===== config.mk =====
export PLATFORM = sky130hd
export DESIGN_NAME = lavm_fifo
export DESIGN_NICKNAME = d
export VERILOG_FILES = /design/src/rtl/core/lavm_pkg.sv /design/src/rtl/core/lavm_fifo.sv
export SDC_FILE = /design/constraint.sdc
export NUM_CORES = 1
export LEC_CHECK = 0
export CAP_MARGIN = 20
export CELL_PAD_IN_SITES_DETAIL_PLACEMENT = 1
export CELL_PAD_IN_SITES_GLOBAL_PLACEMENT = 1
export CORE_AREA = 2 2 229 231
export DETAILED_ROUTE_END_ITERATION = 16
export DIE_AREA = 0 0 231 233
export DONT_BUFFER_PORTS = 1
export GPL_ROUTABILITY_DRIVEN = 0
export PLACE_DENSITY_LB_ADDON = 0.1
export SLEW_MARGIN = 20
export SYNTH_ARGS = -nofsm -noshare
export SYNTH_HDL_FRONTEND = slang
export SYNTH_SLANG_ARGS = --single-unit

===== constraint.sdc =====
create_clock -name clk -period 21.5 [get_ports clk]
set_input_delay 0 -clock clk [delete_from_list [all_inputs] [get_ports clk]]
set_output_delay 0 -clock clk [all_outputs]
set_load 0.02 [all_outputs]

===== src/rtl/core/lavm_pkg.sv =====
`default_nettype none
package lavm_pkg;

	localparam int DATA_WIDTH_DEF = 32;
	localparam int FRAC_BITS_DEF  = 16;
	localparam int NORM_TOP       = 30;
	localparam int QUEUE_DEPTH    = 2;
	localparam int CNT_W          = 6;
	localparam int NUM_FIELDS     = 9;

	// handshake back from the normalize unit
	typedef struct packed {
		logic done;
		logic zero;
	} norm_sts_t;

	typedef enum logic [5:0] {
		N_IDLE  = 6'b000001,
		N_SHIFT = 6'b000010,
		N_SQ    = 6'b000100,
		N_SQRT  = 6'b001000,
		N_DIVI  = 6'b010000,
		N_DIV   = 6'b100000
	} norm_state_t;

	typedef enum logic [7:0] {
		ST_IDLE   = 8'b00000001,
		ST_NDIR   = 8'b00000010,
		ST_NUP    = 8'b00000100,
		ST_CROSS1 = 8'b00001000,
		ST_NX     = 8'b00010000,
		ST_CROSS2 = 8'b00100000,
		ST_DOT    = 8'b01000000,
		ST_EMIT   = 8'b10000000
	} back_state_t;

endpackage
`default_nettype wire


===== src/rtl/core/lavm_fifo.sv =====
`default_nettype none
module lavm_fifo import lavm_pkg::*; #(
	parameter int WIDTH = NUM_FIELDS * DATA_WIDTH_DEF + 2,
	parameter int DEPTH = QUEUE_DEPTH
) (
	input  wire logic             clk,
	input  wire logic             arst_n,
	input  wire logic             push,
	input  wire logic [WIDTH-1:0] push_data,
	output logic                  full,
	input  wire logic             pop,
	output logic                  not_empty,
	output logic [WIDTH-1:0]      pop_data
);

	localparam int PW = (DEPTH > 1) ? $clog2(DEPTH) : 1;
	localparam int CW = $clog2(DEPTH + 1);

	logic [WIDTH-1:0] mem_q [DEPTH];
	logic [PW-1:0]    wr_q, rd_q;
	logic [CW-1:0]    cnt_q;

	assign full = cnt_q == CW'(DEPTH);
	assign not_empty = cnt_q != '0;
	assign pop_data = mem_q[rd_q];

	always_ff @(posedge clk or negedge arst_n) begin
		if (!arst_n) begin
			wr_q <= '0;
			rd_q <= '0;
			cnt_q <= '0;
		end else begin
			if (push) begin
				wr_q <= (wr_q == PW'(DEPTH - 1)) ? '0 : wr_q + 1'b1;
			end
			if (pop) begin
				rd_q <= (rd_q == PW'(DEPTH - 1)) ? '0 : rd_q + 1'b1;
			end
			if (push && !pop) begin
				cnt_q <= cnt_q + 1'b1;
			end else if (pop && !push) begin
				cnt_q <= cnt_q - 1'b1;
			end
		end
	end

	always_ff @(posedge clk) begin
		if (push) begin
			mem_q[wr_q] <= push_data;
		end
	end

endmodule
`default_nettype wire


==> impl_metrics.env, run 1 <==
export IMPL_avgViaCountPerCell=4.99
export IMPL_post_cts_buffers=0
export IMPL_dieArea_um2=53800
export IMPL_maxCapViolCount=0
export IMPL_setup_viol=0
export IMPL_drc=0
export IMPL_cts_tree="done"
export IMPL_syn_area_per_cell_um2=23.2
export IMPL_finalCritPeriodShare=0.178
export IMPL_crit_start="rd_q"
export IMPL_dp_hpwl_um=34800
export IMPL_cts_max_level=2
export IMPL_final_hold_viol_count=0
export IMPL_drt_first_iter_violations=617
export IMPL_top_usage_layer="met2"
export IMPL_ant_nets=0
export IMPL_syn_inst=918
export IMPL_ys_types=13
export IMPL_layout_drive_gt1_share=0.296
export IMPL_rows=83
export IMPL_ys_seq_area_frac=0.823
export IMPL_worstMarginPinSlew_ns=1.39
export IMPL_grt_max_degree=158
export IMPL_first_pass_iters=6
export IMPL_timing_hold_ws_ns=0.0494
export IMPL_ys_ff_latch=584
export IMPL_grt_pass1_wl_um=74800
export IMPL_global_route_usage_met3=0.0811
export IMPL_final_fill_count=4551
export IMPL_endpoint_kind="output port"
export IMPL_fin_setup_tns_ns=0
export IMPL_clk_pin_slew_ns=0.06
export IMPL_wl_per_cell_um=26.3
export IMPL_use_met1=0.214
export IMPL_clockRootBuffer="clkbuf_16"
export IMPL_start_util=0.417
export IMPL_hold_path_class="in2reg"
export IMPL_syn_cell_area_um2=21300
export IMPL_grtUsageMet2=0.332
export IMPL_syn_nets=1213
export IMPL_skew_ns=0.0293
export IMPL_power_leakage_nw=8.99
export IMPL_cts_sinks=584
export IMPL_rsz0062_at_grt="no"
export IMPL_area_growth_synth_to_final_pct=26.4
export IMPL_core_area_um2=51100
export IMPL_cts_hold_buf=315
export IMPL_cp_start_kind="register"
export IMPL_layout_nets=1567
export IMPL_slew_headroom=0.0720
export IMPL_criticalPathCategory="reg2out"
export IMPL_place_area_um2=21800
export IMPL_die_height_um=233
export IMPL_chipWidth_um=231
export IMPL_cts_resized_gates=0
export IMPL_pin_count=586
export IMPL_arrival_ns=3.83
export IMPL_r2r_start="wr_q"
export IMPL_cts_inserted_buffers=60
export IMPL_ys_warn_count=0
export IMPL_port_buffers=0
export IMPL_slew_viol_final=0
export IMPL_p_per_area_nw_per_um2=134
export IMPL_hp_start="push_data[30]"
export IMPL_vias=10013
export IMPL_crit_path_max_fanout=67
export IMPL_clk_latency_ns=0.61
export IMPL_fmax_ghz=0.261
export IMPL_overflow=0
export IMPL_utilization=0.527
export IMPL_grt_pass1_vias=10886
export IMPL_vdd_drop_max_mv=0.0898
export IMPL_fin_crit_ns=3.83
export IMPL_cts_buffer_depth=3
export IMPL_grt_util_all_layers=0.191
export IMPL_required_ns=21.50
export IMPL_status="finished clean"
export IMPL_antenna_found_initial=8
export IMPL_final_area_um2=26900
export IMPL_totalWireLength_um=52800
worst max-delay path, cell delays in order (launching register included):
cell and delay (ns):
dfrtp_4 1.05, buf_4 0.71, buf_4 0.80, mux2_2 0.49
report_power, final:
part	internal, mW	switching [mW]
logic	0.317	0.703
registers	1.51	0.0741
clock network	0.584	0.419
total	2.42	1.20
worst paths after layout:
kind	to	slack, ns	depth (start not counted)
worst max-delay path	pop_data[104]	17.67	3
worst min-delay path	mem_q[0][30]	0.05	1
worst max register to register	mem_q[0][203]	18.79	3
worst min register to register	cnt_q[1]	0.50	1
max in group asynchronous	rd_q	21.03	2
min in group asynchronous	cnt_q[1]	0.23	2
kinds of logic after synthesis:
kind of cell,synth area share
XOR/XNOR,0.00206
adder cells (fa/ha/maj),0.000587
buffers and inverters,0.0202
flip-flops,0.823
multiplexers,0.153
AND/OR/NAND/NOR,0.00135
cell type report:
class	instances	area [um^2]	share of cell area
sequential	584	17500	0.651
multi-input combinational	301	3360	0.125
timing repair buffer	324	3250	0.121
clock buffer	75	1640	0.0609
tap	680	851	0.0316
clock inverter	34	275	0.0102
antenna	8	20.0	0.000744
inverter	1	3.75	0.000139
synthesized netlist by cell type:
cell      count  area share
or2_2         1     0.00029
buf_6         6      0.0032
inv_1         1     0.00018
nor2_1        1     0.00018
ha_1          1     0.00059
xor2_1        4      0.0016
xnor2_1       1     0.00041
nor2b_1       2     0.00059
edfxtp_1    580        0.82
clkbuf_8     26       0.017
and2_1        1     0.00029
mux2_2      290        0.15
dfrtp_1       4      0.0047
per-layer routing:
metal | routed length (um) | share of wire
met1 | 19100 | 0.36
met2 | 27200 | 0.52
met3 | 5250 | 0.10
met4 | 1170 | 0.022
met5 | 13 | 0.00025
state kept, by name, indices dropped and copies added (netlist names):
name / cells
cnt_q: 2
wr_q: 1
mem_q: 580
rd_q: 1
cells in the final DEF (no fill, tap or decap), types with 2 or more instances in the layout:
cell	synthesis	layout
mux2_2	290	290
clkbuf_16	0	62
diode_2	0	8
clkinv_1	0	12
dlygate4sd3_1	0	315
buf_4	0	7
edfxtp_1	580	580
clkbuf_8	26	4
bufinv_16	0	4
clkinv_2	0	14
dfrtp_1	4	3
clkinvlp_4	0	2
xor2_1	4	4
buf_12	0	2
clkbuf_1	0	9
stage by stage:
| step | std cells | total power [mW] | worst slack [ns] |
|---|---|---|---|
| 2_1_floorplan | 918 | 2.51 | 7.34 |
| 3_3_place_gp | 1575 | 2.59 | 18.24 |
| 3_5_place_dp | 1575 | 2.59 | 18.28 |
| 4_1_cts | 1999 | 3.67 | 17.58 |
| 5_1_grt | 2006 | 3.76 | 17.42 |
| 6_report | 2007 | 3.61 | 17.67 |
Power figures use the tool's default switching activity.
==> run 2: changes to the inputs <==
==> constraint.sdc (replaced) <==
create_clock -name clk -period 3.9 [get_ports clk]
set_input_delay 0 -clock clk [delete_from_list [all_inputs] [get_ports clk]]
set_output_delay 0 -clock clk [all_outputs]
set_load 0.02 [all_outputs]
==> impl_metrics.env, run 2 (same netlist as run 1, synthesis figures left out) <==
export IMPL_status="finished clean"
export IMPL_worstPathCellList="buf_12 > mux2_2"
export IMPL_totalWireLength_um=51500
export IMPL_path_delay_family="flip-flops"
export IMPL_worstMarginPinSlew_ns=0.930
export IMPL_r2r_worst_path_cells=2
export IMPL_timing_hold_ws_ns=0.0420
export IMPL_vdd_drop_max_mv=0.407
export IMPL_utilization=0.523
export IMPL_arrival_ns=2.60
export IMPL_criticalPathCategory="reg2out"
export IMPL_clk_latency_ns=0.61
export IMPL_crit_path_max_fanout=61
export IMPL_p_per_area_nw_per_um2=736
export IMPL_start_util=0.417
export IMPL_die_height_um=233
export IMPL_pin_count=586
export IMPL_endpoint_kind="output port"
export IMPL_layout_nets=1558
export IMPL_final_hold_viol_count=0
export IMPL_grt_pass1_wl_um=73600
export IMPL_dp_hpwl_um=35100
export IMPL_cts_buffer_depth=3
export IMPL_r2r_setup_slack_ns=1.90
export IMPL_ant_nets=0
export IMPL_cts_resized_gates=0
export IMPL_pre_cts_slack_ns=1.86
export IMPL_rows=83
export IMPL_layout_common_cells="edfxtp_1, dlygate4sd3_1, mux2_2"
export IMPL_cts_inserted_buffers=59
export IMPL_fin_cells=1991
export IMPL_dp_cells=1584
export IMPL_slew_viol_final=0
export IMPL_skew_ns=0.0179
export IMPL_chipWidth_um=231
export IMPL_maxCapViolCount=0
export IMPL_wl_per_cell_um=25.9
export IMPL_cts_max_level=2
export IMPL_hold_path_depth=1
export IMPL_fin_crit_ns=2.60
export IMPL_drt_first_iter_violations=489
export IMPL_fin_setup_tns_ns=0
export IMPL_crit_buf_inv=1
export IMPL_avgViaCountPerCell=5.00
export IMPL_hold_end="mem_q[1][56]"
export IMPL_final_area_um2=26700
export IMPL_grt_util_all_layers=0.188
export IMPL_drc=0
export IMPL_dieArea_um2=53800
export IMPL_first_pass_iters=4
export IMPL_layout_commonest_cell="edfxtp_1"
export IMPL_grt_max_degree=120
export IMPL_final_fill_count=4534
export IMPL_crit_start="rd_q"
export IMPL_hp_start="push_data[56]"
export IMPL_slew_headroom=0.380
export IMPL_critPathSlowestCell="dfrtp_4"
export IMPL_place_area_um2=22000
export IMPL_cp_start_kind="register"
export IMPL_cp_slowest_stage_delay_ns=0.97
export IMPL_rsz0062_at_grt="no"
export IMPL_required_ns=3.90
export IMPL_overflow=0
export IMPL_cp_num_cells=2
export IMPL_largest_register_ffs=580
export IMPL_setup_viol=0
export IMPL_antenna_found_initial=4
export IMPL_r2r_start="wr_q"
export IMPL_port_buffers=0
export IMPL_clockRootBuffer="clkbuf_16"
export IMPL_reg2reg_to="mem_q[0][285]"
export IMPL_fin_ws_ns=1.30
export IMPL_layout_drive_gt1_share=0.292
export IMPL_power_leakage_nw=8.90
export IMPL_largest_register="mem_q"
export IMPL_grt_pass1_vias=10858
export IMPL_finalCritPeriodShare=0.667
export IMPL_vias=9954
export IMPL_fmax_ghz=0.384
export IMPL_hold_path_class="in2reg"
export IMPL_finalPower_mw=19.7
export IMPL_reg_largest_list="mem_q x580, cnt_q x2"
export IMPL_cts_tree="done"
export IMPL_core_area_um2=51100
export IMPL_cts_sinks=584
export IMPL_area_growth_synth_to_final_pct=25.5
export IMPL_clk_pin_slew_ns=0.06
-- run 2: changes by cell type in the layout (fill, tap and decap cells not counted), sizes merged --
cell / before / now
buf: 9 / 18
bufinv: 4 / 2
clkbuf: 75 / 85
clkinv: 28 / 18
clkinvlp: 2 / 0
diode: 8 / 4
dlygate4sd3: 315 / 298
-- run 2: what timing repair did --
action                    CTS  global route
hold buffers              298             0
buffers inserted            0             0
hold endpoints to repair  625             0
-- run 2: power by group --
part	total [mW]	internal, mW	switching (mW)
Sequential	8.69	8.32	0.368
Clock	5.21	2.98	2.23
Combinational	5.79	1.84	3.94
Total	19.7	13.1	6.55
-- run 2: area by class of cell --
type,count,area [um^2],area share
sequential,584,17500,0.655
multi-input combinational,301,3360,0.126
timing repair buffer,316,3230,0.121
clock buffer,85,1620,0.0605
tap,680,851,0.0318
clock inverter,20,139,0.00520
antenna,4,10.0,0.000374
inverter,1,3.75,0.000140
-- run 2: worst max path at each step --
stage,end,slack [ns]
floorplan,mem_q[0][0],-1.25
global placement,mem_q[0][66],1.90
detailed placement,mem_q[0][66],1.86
CTS,pop_data[250],1.26
global route,pop_data[73],1.16
finish,pop_data[251],1.30
-- run 2: layer usage --
metal	wire, um	vias up	track usage
met5	11	-	0
met4	1380	2	0.0585
met3	5420	86	0.0880
met2	25800	392	0.315
met1	18900	5109	0.214
li1	-	4365	-
==> run 3: changes to the inputs <==
--- a/config.mk
+++ b/config.mk
@@ -5,6 +5,7 @@
 export SDC_FILE = /design/constraint.sdc
 export NUM_CORES = 1
 export LEC_CHECK = 0
+export ABC_AREA = 1
 export CAP_MARGIN = 20
 export CELL_PAD_IN_SITES_DETAIL_PLACEMENT = 1
 export CELL_PAD_IN_SITES_GLOBAL_PLACEMENT = 1
==> constraint.sdc (replaced) <==
create_clock -name clk -period 2.44 [get_ports clk]
set_input_delay 0 -clock clk [delete_from_list [all_inputs] [get_ports clk]]
set_output_delay 0 -clock clk [all_outputs]
set_load 0.02 [all_outputs]
==> impl_metrics.env, run 3 <==
export IMPL_synth_compound_area_share=0
export IMPL_synth_edf_count=580
export IMPL_cp_start_kind="register"
export IMPL_start_util=0.417
export IMPL_cts_tree="done"
export IMPL_rsz0062_at_grt="no"
export IMPL_slew_viol_final=0
export IMPL_layout_nets=1583
export IMPL_fin_cells=2015
export IMPL_area_growth_synth_to_final_pct=26.4
export IMPL_largest_register="mem_q"
export IMPL_worstPathCellList="buf_12 > mux2_2"
export IMPL_cts_buffer_depth=3
export IMPL_reg_largest_list="mem_q x580, cnt_q x2"
export IMPL_totalWireLength_um=52200
export IMPL_syn_nets=1222
export IMPL_fmax_ghz=0.444
export IMPL_clk_pin_slew_ns=0.06
export IMPL_antenna_found_initial=3
export IMPL_synth_largest_area_cell="edfxtp_1"
export IMPL_grt_pass1_wl_um=75100
export IMPL_syn_area_per_cell_um2=23.0
export IMPL_crit_buf_inv=1
export IMPL_ys_top_cells_by_count="edfxtp_1, mux2_2, clkbuf_8"
export IMPL_cts_inserted_buffers=59
export IMPL_cts_max_level=2
export IMPL_p_per_area_nw_per_um2=1170
export IMPL_chipWidth_um=231
export IMPL_power_leakage_nw=9.02
export IMPL_yosys_top_cells_area="edfxtp_1, mux2_2, clkbuf_8, dfrtp_1, buf_6"
export IMPL_die_height_um=233
export IMPL_cts_sinks=584
export IMPL_synth_xor_area_share=0.00123
export IMPL_arrival_ns=2.25
export IMPL_cts_hold_buf=297
export IMPL_hold_path_class="in2reg"
export IMPL_maxCapViolCount=0
export IMPL_layout_drive_gt1_share=0.301
export IMPL_vias=10058
export IMPL_synth_most_common_cell="edfxtp_1"
export IMPL_criticalPathCategory="reg2out"
export IMPL_ys_types=13
export IMPL_hp_start="push_data[22]"
export IMPL_dp_cells=1610
export IMPL_rows=83
export IMPL_fin_crit_ns=2.25
export IMPL_pin_count=586
export IMPL_grt_util_all_layers=0.191
export IMPL_grt_pass1_vias=10922
export IMPL_port_buffers=0
export IMPL_first_pass_iters=4
export IMPL_clockRootBuffer="clkbuf_16"
export IMPL_ant_nets=0
export IMPL_largest_register_ffs=580
export IMPL_syn_cell_area_um2=21300
export IMPL_grt_max_degree=61
export IMPL_clk_latency_ns=0.60
export IMPL_skew_ns=0.0178
export IMPL_post_cts_buffers=0
export IMPL_crit_path_max_fanout=59
export IMPL_endpoint_kind="output port"
export IMPL_ys_ff_latch=584
export IMPL_worstMarginPinSlew_ns=0.766
export IMPL_ys_warn_count=0
export IMPL_critPathSlowestCell="dfrtp_4"
export IMPL_wl_per_cell_um=25.9
export IMPL_crit_start="rd_q"
export IMPL_syn_inst=927
export IMPL_synth_ff_type="edfxtp_1"
export IMPL_dp_hpwl_um=36200
export IMPL_finalCritPeriodShare=0.923
export IMPL_async_reset_ff_frac=0.00685
export IMPL_dieArea_um2=53800
export IMPL_r2r_start="wr_q"
export IMPL_required_ns=2.44
export IMPL_drc=0
export IMPL_setup_viol=0
export IMPL_synthMuxAreaShare=0.153
export IMPL_synth_adder_area_share=0.000587
export IMPL_avgViaCountPerCell=4.99
export IMPL_ys_seq_area_frac=0.822
export IMPL_cts_resized_gates=0
export IMPL_vdd_drop_max_mv=0.699
export IMPL_netlist_area_leader_share=0.817
export IMPL_layout_commonest_cell="edfxtp_1"
export IMPL_overflow=0
export IMPL_core_area_um2=51100
export IMPL_final_hold_viol_count=0
export IMPL_fin_setup_tns_ns=0
export IMPL_synth_top_family_by_area="multiplexers"
export IMPL_drt_first_iter_violations=468
export IMPL_layout_common_cells="edfxtp_1, dlygate4sd3_1, mux2_2"
export IMPL_cp_slowest_stage_delay_ns=0.78
export IMPL_status="finished clean"
export IMPL_path_delay_family="flip-flops"
export IMPL_slew_headroom=0.487
export IMPL_yosys_area_share_simple=0.00194
## run 3: layout make-up
class,instances,area (um^2)
antenna,3,7.51
clock buffer,75,1580
clock inverter,30,156
fill,4584,24100
inverter,7,30.0
multi-input combinational,304,3360
sequential,584,17500
tap,680,851
timing repair buffer,332,3450
## run 3: kinds of logic (layout without fill, tap and decap cells)
group	after synthesis	count (layout)
multiplexers	290	290
adder cells (fa/ha/maj)	1	1
XOR/XNOR	3	3
other	0	3
AND/OR/NAND/NOR	10	10
flip-flops	584	584
buffers and inverters	39	444
## run 3: worst paths after layout
check,slack [ns],cells past startpoint,to
min reg2reg,0.47,2,cnt_q[1]
max reg2reg,0.81,3,mem_q[0][251]
min in group asynchronous,0.30,2,wr_q
min,0.05,1,mem_q[0][22]
max,0.19,2,pop_data[208]
max in group asynchronous,1.90,2,rd_q
## run 3: routing by layer
metal	routed length, um	global-route usage	vias to the layer above
met5	0	0	-
met2	27000	0.329	392
met4	1440	0.0675	0
li1	-	-	4426
met1	19600	0.224	5170
met3	4160	0.0619	70
## run 3: power by group
group	internal (mW)	total [mW]	switching [mW]
combinational	3.17	9.61	6.44
clock	4.62	8.20	3.58
sequential	13.3	13.8	0.539
total	21.1	31.6	10.6
## run 3: worst reg2reg max path, cell delays in order, from the launching register on
cell and delay (ns):
dfrtp_1 0.44, nor2_4 0.18, buf_12 0.29, buf_4 0.40
## run 3: metrics by stage
| stage | area (um^2) | setup WS, ns | utilization | hold WS (ns) | total power [mW] |
|---|---|---|---|---|---|
| 2_1_floorplan | 21300 | -2.79 | - | -0.296 | 21.6 |
| 3_3_place_gp | 22200 | 0.772 | 0.435 | -0.294 | 23.3 |
| 3_5_place_dp | 22200 | 0.748 | 0.435 | -0.294 | 23.3 |
| 4_1_cts | 26900 | 0.0788 | 0.527 | 0.00108 | 32.1 |
| 5_1_grt | 26900 | 0.0538 | 0.527 | 0.0227 | 32.9 |
| 6_report | 26900 | 0.188 | 0.527 | 0.0500 | 31.6 |
