`src/rtl/core/lavm_pkg.sv`:
```
`default_nettype none
package lavm_pkg;

	localparam int DATA_WIDTH_DEF = 32;
	localparam int FRAC_BITS_DEF  = 16;
	localparam int NORM_TOP       = 30;
	localparam int QUEUE_DEPTH    = 2;
	localparam int CNT_W          = 6;
	localparam int NUM_FIELDS     = 9;

	// handshake back from the normalize unit
	typedef struct packed {
		logic done;
		logic zero;
	} norm_sts_t;

	typedef enum logic [5:0] {
		N_IDLE  = 6'b000001,
		N_SHIFT = 6'b000010,
		N_SQ    = 6'b000100,
		N_SQRT  = 6'b001000,
		N_DIVI  = 6'b010000,
		N_DIV   = 6'b100000
	} norm_state_t;

	typedef enum logic [7:0] {
		ST_IDLE   = 8'b00000001,
		ST_NDIR   = 8'b00000010,
		ST_NUP    = 8'b00000100,
		ST_CROSS1 = 8'b00001000,
		ST_NX     = 8'b00010000,
		ST_CROSS2 = 8'b00100000,
		ST_DOT    = 8'b01000000,
		ST_EMIT   = 8'b10000000
	} back_state_t;

endpackage
`default_nettype wire

```
`src/rtl/core/lavm_front.sv`:
```
`default_nettype none
module lavm_front import lavm_pkg::*; #(
	parameter int DW = DATA_WIDTH_DEF
) (
	input  wire logic                 clk,
	input  wire logic                 arst_n,
	input  wire logic                 in_valid,
	output logic                      in_stall,
	input  wire logic signed [DW-1:0] pos_x,
	input  wire logic signed [DW-1:0] pos_y,
	input  wire logic signed [DW-1:0] pos_z,
	input  wire logic signed [DW-1:0] dir_x,
	input  wire logic signed [DW-1:0] dir_y,
	input  wire logic signed [DW-1:0] dir_z,
	input  wire logic signed [DW-1:0] up_x,
	input  wire logic signed [DW-1:0] up_y,
	input  wire logic signed [DW-1:0] up_z,
	input  wire logic                 q_full,
	output logic                      q_push,
	output logic [NUM_FIELDS*DW+1:0]  q_data
);

	logic                        v_s1;
	logic [NUM_FIELDS*DW-1:0]    word_s1;
	logic                        dir_zero_s1, up_zero_s1;

	assign in_stall = v_s1 && q_full;
	assign q_push = v_s1 && !q_full;
	assign q_data = {dir_zero_s1, up_zero_s1, word_s1};

	always_ff @(posedge clk or negedge arst_n) begin
		if (!arst_n) begin
			v_s1 <= 1'b0;
		end else if (!in_stall) begin
			v_s1 <= in_valid;
		end
	end

	// tag zero-length direction and up vectors so the back end skips their normalize
	always_ff @(posedge clk) begin
		if (in_valid && !in_stall) begin
			word_s1 <= {pos_x, pos_y, pos_z, dir_x, dir_y, dir_z, up_x, up_y, up_z};
			dir_zero_s1 <= (dir_x == '0) && (dir_y == '0) && (dir_z == '0);
			up_zero_s1 <= (up_x == '0) && (up_y == '0) && (up_z == '0);
		end
	end

endmodule
`default_nettype wire

```
`config.mk`:
```
export PLATFORM = sky130hd
export DESIGN_NAME = lavm_front
export DESIGN_NICKNAME = d
export VERILOG_FILES = /design/src/rtl/core/lavm_pkg.sv /design/src/rtl/core/lavm_front.sv
export SDC_FILE = /design/constraint.sdc
export NUM_CORES = 1
export LEC_CHECK = 0
export ABC_AREA = 1
export BUFFER_PORTS_ARGS = -buffer_cell sky130_fd_sc_hd__buf_2
export CELL_PAD_IN_SITES_DETAIL_PLACEMENT = 1
export CELL_PAD_IN_SITES_GLOBAL_PLACEMENT = 1
export CORE_AREA = 10 10 220 222
export CTS_BUF_LIST = sky130_fd_sc_hd__clkbuf_4
export CTS_CLUSTER_DIAMETER = 150
export DETAILED_ROUTE_END_ITERATION = 10
export DIE_AREA = 0 0 230 232
export GPL_TIMING_DRIVEN = 0
export PLACE_DENSITY_LB_ADDON = 0.08
export SYNTH_ARGS = -nofsm -noshare
export SYNTH_HDL_FRONTEND = slang
export SYNTH_SLANG_ARGS = --single-unit
```
`constraint.sdc`:
```
create_clock -name clk -period 20 [get_ports clk]
set_input_delay 4 -clock clk [delete_from_list [all_inputs] [get_ports clk]]
set_output_delay 4 -clock clk [all_outputs]
set_load 0.03 [all_outputs]
```
==> impl_metrics.prom, run 1 <==
# TYPE chip_impl_metric gauge
chip_impl_metric{name="cells_after_synthesis",unit=""} 474
chip_impl_metric{name="yosys_register_bits",unit=""} 291
chip_impl_info{name="crit_family",value="buffers and inverters"} 1
chip_impl_metric{name="area_of_the_mapped_netlist",unit="um^2"} 9450
chip_impl_metric{name="powerDensity",unit="nW/um^2"} 100
chip_impl_metric{name="placement.io_buffers",unit=""} 583
chip_impl_metric{name="wire_length_of_the_first_global_routing_pass",unit="mm"} 54.1
chip_impl_metric{name="clk_latency",unit="ps"} 770
chip_impl_metric{name="post_route_cells_drive_above_1_share",unit="%"} 59.8
chip_impl_metric{name="totalWireLength",unit="mm"} 39.5
chip_impl_metric{name="leakagePower",unit="nW"} 6.06
chip_impl_info{name="critical_path.cell_chain",value="buf_2, nand2_1, inv_1, buf_2"} 1
chip_impl_metric{name="max_cap_violations",unit=""} 0
chip_impl_metric{name="timing.reg2reg.setup_slack",unit="ps"} 17480
chip_impl_metric{name="mappedNetlistNets",unit=""} 766
chip_impl_metric{name="die_area",unit="um^2"} 53400
chip_impl_metric{name="cp.arrival",unit="ps"} 4470
chip_impl_metric{name="layoutNonFillerInstCount",unit=""} 1815
chip_impl_metric{name="sequential_share_of_power",unit="%"} 49.9
chip_impl_metric{name="drc_errors",unit=""} 0
chip_impl_metric{name="critPathMaxStageDelay",unit="ps"} 210
chip_impl_metric{name="gr-usage-all-layers",unit="%"} 14.2
chip_impl_metric{name="hold_viol_final",unit=""} 0
chip_impl_metric{name="crit_buf_inv",unit=""} 3
chip_impl_metric{name="worstMarginPinSlew",unit="ps"} 865
chip_impl_metric{name="detailed_placement_hpwl",unit="mm"} 32.7
chip_impl_info{name="synth_top_cells_by_area",value="sky130_fd_sc_hd__edfxtp_1 (92%), sky130_fd_sc_hd__nor2_1 (4.8%), sky130_fd_sc_hd__nand2_1 (1.8%)"} 1
chip_impl_metric{name="final.period_utilization",unit="%"} 42.3
chip_impl_info{name="min-delay-path-class",value="reg2reg"} 1
chip_impl_info{name="timing.setup.critical_path_class",value="in2out"} 1
chip_impl_metric{name="grt_max_degree",unit=""} 33
chip_impl_metric{name="p_int",unit="W"} 0.00106
chip_impl_metric{name="pin_count",unit=""} 584
chip_impl_metric{name="dieHeight",unit="um"} 232
chip_impl_info{name="clock-root-buffer",value="sky130_fd_sc_hd__clkbuf_4"} 1
chip_impl_info{name="cpMostUsedCell",value="sky130_fd_sc_hd__buf_2"} 1
chip_impl_metric{name="critical_path_required",unit="ps"} 16000
chip_impl_metric{name="nFillCells",unit=""} 4920
chip_impl_metric{name="cts_setup_buffers",unit=""} 0
chip_impl_metric{name="fin_crit_period",unit="ps"} 8470
chip_impl_info{name="slowest_stage",value="sky130_fd_sc_hd__buf_2"} 1
chip_impl_metric{name="finish.net_count",unit=""} 1449
chip_impl_metric{name="die_w",unit="um"} 230
chip_impl_metric{name="clock_skew",unit="ps"} 29.9
chip_impl_info{name="setup.worst_path.end_class",value="primary output"} 1
chip_impl_metric{name="avgSynthCellArea",unit="um^2"} 19.9
chip_impl_metric{name="vdd_drop_max",unit="V"} 0.0000514
chip_impl_metric{name="antenna_found_initial",unit=""} 11
chip_impl_metric{name="route.vias.total",unit=""} 6850
chip_impl_metric{name="timing.final.setup_violations",unit=""} 0
chip_impl_metric{name="htreeDepth",unit=""} 3
chip_impl_metric{name="tritoncts.num_buffers",unit=""} 88
chip_impl_metric{name="core_region_area",unit="um^2"} 43900
chip_impl_metric{name="gpl_congestion",unit=""} 0.762
chip_impl_metric{name="place_ws",unit="ps"} 11530
chip_impl_metric{name="viasPerCell",unit=""} 3.77
chip_impl_info{name="run_status",value="finished, final reports clean"} 1
chip_impl_metric{name="power.switching",unit="W"} 0.000385
chip_impl_metric{name="grt_pass1_vias",unit=""} 7564
chip_impl_metric{name="dr.pass1.iters",unit=""} 4
chip_impl_metric{name="wl_per_cell",unit="um"} 21.8
chip_impl_metric{name="starting_density_of_the_core",unit="%"} 21.5
chip_impl_info{name="tritoncts",value="done"} 1
chip_impl_metric{name="drt_iter0_markers",unit=""} 250
chip_impl_metric{name="power_frac_clock",unit="%"} 38.5
chip_impl_metric{name="netlist.area_leader.share",unit="%"} 92.1
chip_impl_metric{name="cts_buffer_depth",unit=""} 3
chip_impl_info{name="cp-start-kind",value="primary input"} 1
chip_impl_metric{name="clk_pin_slew_worst_paths",unit="ps"} 60
chip_impl_metric{name="synthesis.yosys.warnings",unit=""} 0
chip_impl_metric{name="layout-area-overhead-vs-synth",unit="%"} 52.4
chip_impl_metric{name="path_max_fanout",unit=""} 2
chip_impl_metric{name="post_cts_resize_count",unit=""} 0
chip_impl_metric{name="p_sw_share",unit="%"} 26.7
chip_impl_metric{name="floorplan.rows",unit=""} 77
chip_impl_metric{name="max-slew-margin-rel",unit="%"} 42.2
chip_impl_metric{name="synth_sequential_area_ratio",unit="%"} 92.4
chip_impl_metric{name="hold_buffers",unit=""} 0
chip_impl_metric{name="dp.cells",unit=""} 1659
chip_impl_metric{name="pwr-share-comb",unit="%"} 11.6
chip_impl_metric{name="cts.sinks",unit=""} 291
chip_impl_metric{name="fmax",unit="MHz"} 118
chip_impl_metric{name="timing_max_transition_violations_final",unit=""} 0
chip_impl_info{name="rsz0062_at_grt",value="false"} 1
chip_impl_metric{name="synth.distinct_cells",unit=""} 8
chip_impl_metric{name="globalRoute.totalOverflow",unit=""} 0
chip_impl_metric{name="timing.hold.ws",unit="ps"} 501
chip_impl_info{name="yosysTopAreaCell",value="sky130_fd_sc_hd__edfxtp_1"} 1
chip_impl_metric{name="post_detailed_route_count_of_antenna_violating_nets",unit=""} 0
chip_impl_metric{name="post-route-worst-setup-slack",unit="ps"} 11540
-- kinds of logic (layout without fill, tap and decap cells) --
kind of cell           count (synthesis)  in the layout  share of synthesized area [%]
DFF                                  291            291                           92.4
and+or+nand+nor                      178            178                           7.33
buffers and inverters                  5            746                          0.278
other                                  0              8                              0
-- placed cells by master, fill, tap and decap left out, drive strengths merged --
cell    instances
buf           595
edfxtp        290
clkbuf        124
nor2          124
nand2          46
clkinv         21
diode           8
nand4           8
inv             5
bufinv          1
dfrtp           1
-- layout make-up --
type | instances | area [um^2] | area share [%]
Antenna cell | 8 | 20.0 | 0.139
Buffer | 2 | 15.0 | 0.104
Inverter | 3 | 11.3 | 0.0782
Sequential cell | 291 | 8730 | 60.6
Tap cell | 592 | 741 | 5.14
Timing Repair Buffer | 593 | 3130 | 21.8
Clock buffer | 124 | 931 | 6.46
Clock inverter | 24 | 119 | 0.825
Multi-Input combinational cell | 178 | 701 | 4.86
-- worst min-delay path, delay by kind of cell (launching register included) --
kind / cells / cell delay, ps
flops: 1 / 350
simple gates: 2 / 120
-- Yosys cell counts --
master	instances
sky130_fd_sc_hd__nor2_2	2
sky130_fd_sc_hd__dfrtp_1	1
sky130_fd_sc_hd__inv_1	3
sky130_fd_sc_hd__nand4_1	8
sky130_fd_sc_hd__edfxtp_1	290
sky130_fd_sc_hd__nand2_1	46
sky130_fd_sc_hd__nor2_1	122
sky130_fd_sc_hd__buf_4	2
-- power by group through the flow --
stage                      logic, W  registers, W  clock network [W]
after global routing       0.000179      0.000721           0.000621
final                      0.000167      0.000718           0.000555
after floorplan           0.0000173      0.000814                  0
after detailed placement   0.000172      0.000731                  0
after global placement     0.000164      0.000756                  0
after CTS                  0.000172      0.000719           0.000585
-- flip-flops by register name, indices dropped and copies added (netlist names) --
| name | cells |
|---|---|
| dir_zero_s1 | 1 |
| word_s1 | 288 |
| up_zero_s1 | 1 |
| v_s1 | 1 |
-- per-stage QoR --
step	power, W	instance area (um^2)	setup TNS (ps)	utilization (%)
after global routing	0.00152	14400	0	32.8
final	0.00144	14400	0	32.8
after CTS	0.00148	14400	0	32.7
after detailed placement	0.000903	13300	0	30.4
after floorplan	0.000832	9450	0	-
after global placement	0.000920	13100	-1192430	29.8
-- worst paths after layout --
| kind | start | to | depth (start not counted) |
|---|---|---|---|
| worst max-delay path | q_full | in_stall | 4 |
| worst min-delay path | v_s1$_DFFE_PN0N_ | v_s1$_DFFE_PN0N_ | 2 |
| worst max register to register | v_s1$_DFFE_PN0N_ | word_s1[267]$_DFFE_PP_ | 7 |
| worst min register to register | v_s1$_DFFE_PN0N_ | v_s1$_DFFE_PN0N_ | 2 |
| max in group asynchronous | arst_n | v_s1$_DFFE_PN0N_ | 1 |
| min in group asynchronous | arst_n | v_s1$_DFFE_PN0N_ | 1 |
-- metal layers --
layer / wire (um) / global-route usage [%]
met1: 12500 / 12.4
met2: 22000 / 26.6
met5: 87 / 0
met4: 648 / 4.77
met3: 4330 / 8.22
(Power assumes the default switching activity.)
==> run 2, diff against run 1 <==
- CORE_AREA: 10 10 220 222 -> 10 10 217 219
- DIE_AREA: 0 0 230 232 -> 0 0 227 229
- clock period: 20 -> 8.1 ns (I/O delays scaled with it)
==> run 2 against run 1 <==
Net effect:
- first-iteration DRC count increased by 30%
- highest routed layer unchanged
- cell count shrank 2.9%
- combinational power increased by 150%
- total power increased by 150%
- non-clock buffer count is 1 higher
- largest power group unchanged
- clock power rose by 150%
- sequential cell count stayed put
- die area fell by 2.6%
- global-route usage rose by 0.54 points
==> impl_metrics.prom, run 2 (synthesis results as in run 1) <==
# TYPE chip_impl_metric gauge
chip_impl_info{name="highest_count_cells_in_the_layout_ignoring_fill_and_taps",value="sky130_fd_sc_hd__buf_2 (583), sky130_fd_sc_hd__edfxtp_1 (290), sky130_fd_sc_hd__clkbuf_4 (127)"} 1
chip_impl_metric{name="globalRoute.totalOverflow",unit=""} 0
chip_impl_metric{name="fin_crit_period",unit="ps"} 3720
chip_impl_metric{name="gr-usage-all-layers",unit="%"} 14.8
chip_impl_metric{name="largest_register_ffs",unit=""} 288
chip_impl_metric{name="setup-tns-final",unit="ps"} 0
chip_impl_metric{name="dieHeight",unit="um"} 229
chip_impl_metric{name="drc_errors",unit=""} 0
chip_impl_metric{name="worstMarginPinSlew",unit="ps"} 823
chip_impl_metric{name="clk_latency",unit="ps"} 790
chip_impl_metric{name="min_path_cells",unit=""} 2
chip_impl_metric{name="htreeDepth",unit=""} 3
chip_impl_metric{name="max-slew-margin-rel",unit="%"} 45.0
chip_impl_metric{name="drt_iter0_markers",unit=""} 324
chip_impl_info{name="layout.cells.most_common",value="sky130_fd_sc_hd__buf_2"} 1
chip_impl_metric{name="timing_max_transition_violations_final",unit=""} 0
chip_impl_metric{name="layout-area-overhead-vs-synth",unit="%"} 51.9
chip_impl_metric{name="timing.reg2reg.setup_slack",unit="ps"} 5500
chip_impl_metric{name="hold_buffers",unit=""} 0
chip_impl_metric{name="post_detailed_route_count_of_antenna_violating_nets",unit=""} 0
chip_impl_info{name="timing.setup.critical_path_class",value="in2out"} 1
chip_impl_metric{name="die_w",unit="um"} 227
chip_impl_metric{name="cts.sinks",unit=""} 291
chip_impl_metric{name="vdd_drop_max",unit="V"} 0.000113
chip_impl_metric{name="powerDensity",unit="nW/um^2"} 247
chip_impl_info{name="run_status",value="finished, final reports clean"} 1
chip_impl_metric{name="dp.cells",unit=""} 1614
chip_impl_info{name="cpMostUsedCell",value="sky130_fd_sc_hd__buf_2"} 1
chip_impl_metric{name="hold_viol_final",unit=""} 0
chip_impl_metric{name="cts_setup_buffers",unit=""} 0
chip_impl_metric{name="worstRegToRegCells",unit=""} 8
chip_impl_metric{name="dr.pass1.iters",unit=""} 6
chip_impl_info{name="setup.worst_path.end_class",value="primary output"} 1
chip_impl_info{name="clock-root-buffer",value="sky130_fd_sc_hd__clkbuf_4"} 1
chip_impl_metric{name="final.period_utilization",unit="%"} 45.9
chip_impl_metric{name="wl_per_cell",unit="um"} 22.5
chip_impl_metric{name="detailed_placement_hpwl",unit="mm"} 32.7
chip_impl_metric{name="grt_pass1_vias",unit=""} 7680
chip_impl_metric{name="path_max_fanout",unit=""} 2
chip_impl_metric{name="placement.io_buffers",unit=""} 583
chip_impl_metric{name="placement.cell_area",unit="um^2"} 13300
chip_impl_metric{name="post_cts_resize_count",unit=""} 0
chip_impl_metric{name="die_area",unit="um^2"} 52000
chip_impl_metric{name="totalWireLength",unit="mm"} 39.7
chip_impl_metric{name="timing.final.setup_violations",unit=""} 0
chip_impl_info{name="min-delay-path-class",value="reg2reg"} 1
chip_impl_info{name="critical_path.cell_chain",value="buf_2, nand2_1, inv_1, buf_2"} 1
chip_impl_metric{name="viasPerCell",unit=""} 3.90
chip_impl_metric{name="post_route_cells_drive_above_1_share",unit="%"} 60.2
chip_impl_info{name="tritoncts",value="done"} 1
chip_impl_metric{name="clock_skew",unit="ps"} 31.0
chip_impl_info{name="min_delay_worst_endpoint",value="v_s1$_DFFE_PN0N_"} 1
chip_impl_metric{name="critical_path_required",unit="ps"} 6480
chip_impl_metric{name="post-route-worst-setup-slack",unit="ps"} 4380
chip_impl_info{name="critical_path.reg2reg.startpoint",value="v_s1$_DFFE_PN0N_"} 1
chip_impl_info{name="rsz0062_at_grt",value="false"} 1
chip_impl_info{name="largest_register",value="word_s1"} 1
chip_impl_metric{name="grt_max_degree",unit=""} 32
chip_impl_info{name="slowest_stage",value="sky130_fd_sc_hd__buf_2"} 1
chip_impl_metric{name="starting_density_of_the_core",unit="%"} 22.1
chip_impl_metric{name="cts_buffer_depth",unit=""} 3
chip_impl_metric{name="core_region_area",unit="um^2"} 42700
chip_impl_metric{name="tritoncts.num_buffers",unit=""} 87
chip_impl_info{name="worst_hold_startpoint",value="v_s1$_DFFE_PN0N_"} 1
chip_impl_metric{name="timing.hold.ws",unit="ps"} 503
chip_impl_info{name="r2r_end",value="word_s1[197]$_DFFE_PP_"} 1
chip_impl_metric{name="max_cap_violations",unit=""} 0
chip_impl_metric{name="leakagePower",unit="nW"} 6.06
chip_impl_metric{name="place_ws",unit="ps"} 4090
chip_impl_metric{name="wire_length_of_the_first_global_routing_pass",unit="mm"} 54.6
chip_impl_metric{name="layoutNonFillerInstCount",unit=""} 1762
chip_impl_metric{name="gpl_congestion",unit=""} 0.736
chip_impl_info{name="cp-start-kind",value="primary input"} 1
chip_impl_metric{name="fin_area",unit="um^2"} 14400
chip_impl_metric{name="route.vias.total",unit=""} 6863
chip_impl_metric{name="fmax",unit="MHz"} 269
chip_impl_metric{name="cp.arrival",unit="ps"} 2100
chip_impl_metric{name="floorplan.rows",unit=""} 76
chip_impl_metric{name="finish.net_count",unit=""} 1449
chip_impl_metric{name="clk_pin_slew_worst_paths",unit="ps"} 60
chip_impl_metric{name="antenna_found_initial",unit=""} 9
chip_impl_metric{name="pin_count",unit=""} 584
chip_impl_metric{name="critPathMaxStageDelay",unit="ps"} 220
==> run 2: cell types whose count changed in the layout (fill, tap and decap cells not counted), sizes merged <==
cell	change
clkinv	-8
clkbuf	+3
diode	-2
buf	+1
inv	-1
==> run 2: critical path: cells and delay by family <==
kind	cells	cell delay [ps]
and+or+nand+nor	1	60
buffers and inverters	3	420
==> run 2: worst max path at each step <==
stage,from,to,slack (ps),cells after the start
after floorplan,q_full,dir_zero_s1$_DFFE_PP_,1490,3
after global placement,q_full,word_s1[281]$_DFFE_PP_,-830,4
after detailed placement,q_full,word_s1[195]$_DFFE_PP_,4090,9
after CTS,q_full,in_stall,4380,4
after global routing,q_full,in_stall,4350,4
final,q_full,in_stall,4380,4
==> run 2: metal layers <==
| metal | vias to the layer above | wire length (um) | global-route usage (%) |
|---|---|---|---|
| met5 | - | 65 | 0 |
| met4 | 10 | 701 | 5.06 |
| met3 | 60 | 4420 | 7.90 |
| met2 | 327 | 21500 | 27.1 |
| met1 | 3264 | 13100 | 13.5 |
| li1 | 3202 | - | - |
==> run 2: where the power goes <==
part | total, W | leakage (nW) | internal (W) | switching [W]
registers | 0.00177 | 2.77 | 0.00176 | 0.0000174
clock network | 0.00136 | 0.623 | 0.000737 | 0.000623
logic | 0.000417 | 2.67 | 0.000123 | 0.000294
total | 0.00355 | 6.06 | 0.00262 | 0.000934
==> run 2: area by class of cell <==
type / count / area, um^2
clock inverters: 15 / 82.6
inverters: 3 / 11.3
plain buffers: 2 / 15.0
multi-input cells: 178 / 701
diodes: 6 / 15.0
fillers: 4730 / 28300
clock buffers: 127 / 953
well taps: 546 / 683
repair buffers: 594 / 3160
flip-flops and latches: 291 / 8730
==> run 2: stage by stage <==
stage	util (%)	total power (W)
3_5_place_dp	31.2	0.00223
6_report	33.6	0.00355
2_1_floorplan	-	0.00203
4_1_cts	33.6	0.00364
5_1_grt	33.6	0.00374
3_3_place_gp	30.6	0.00223
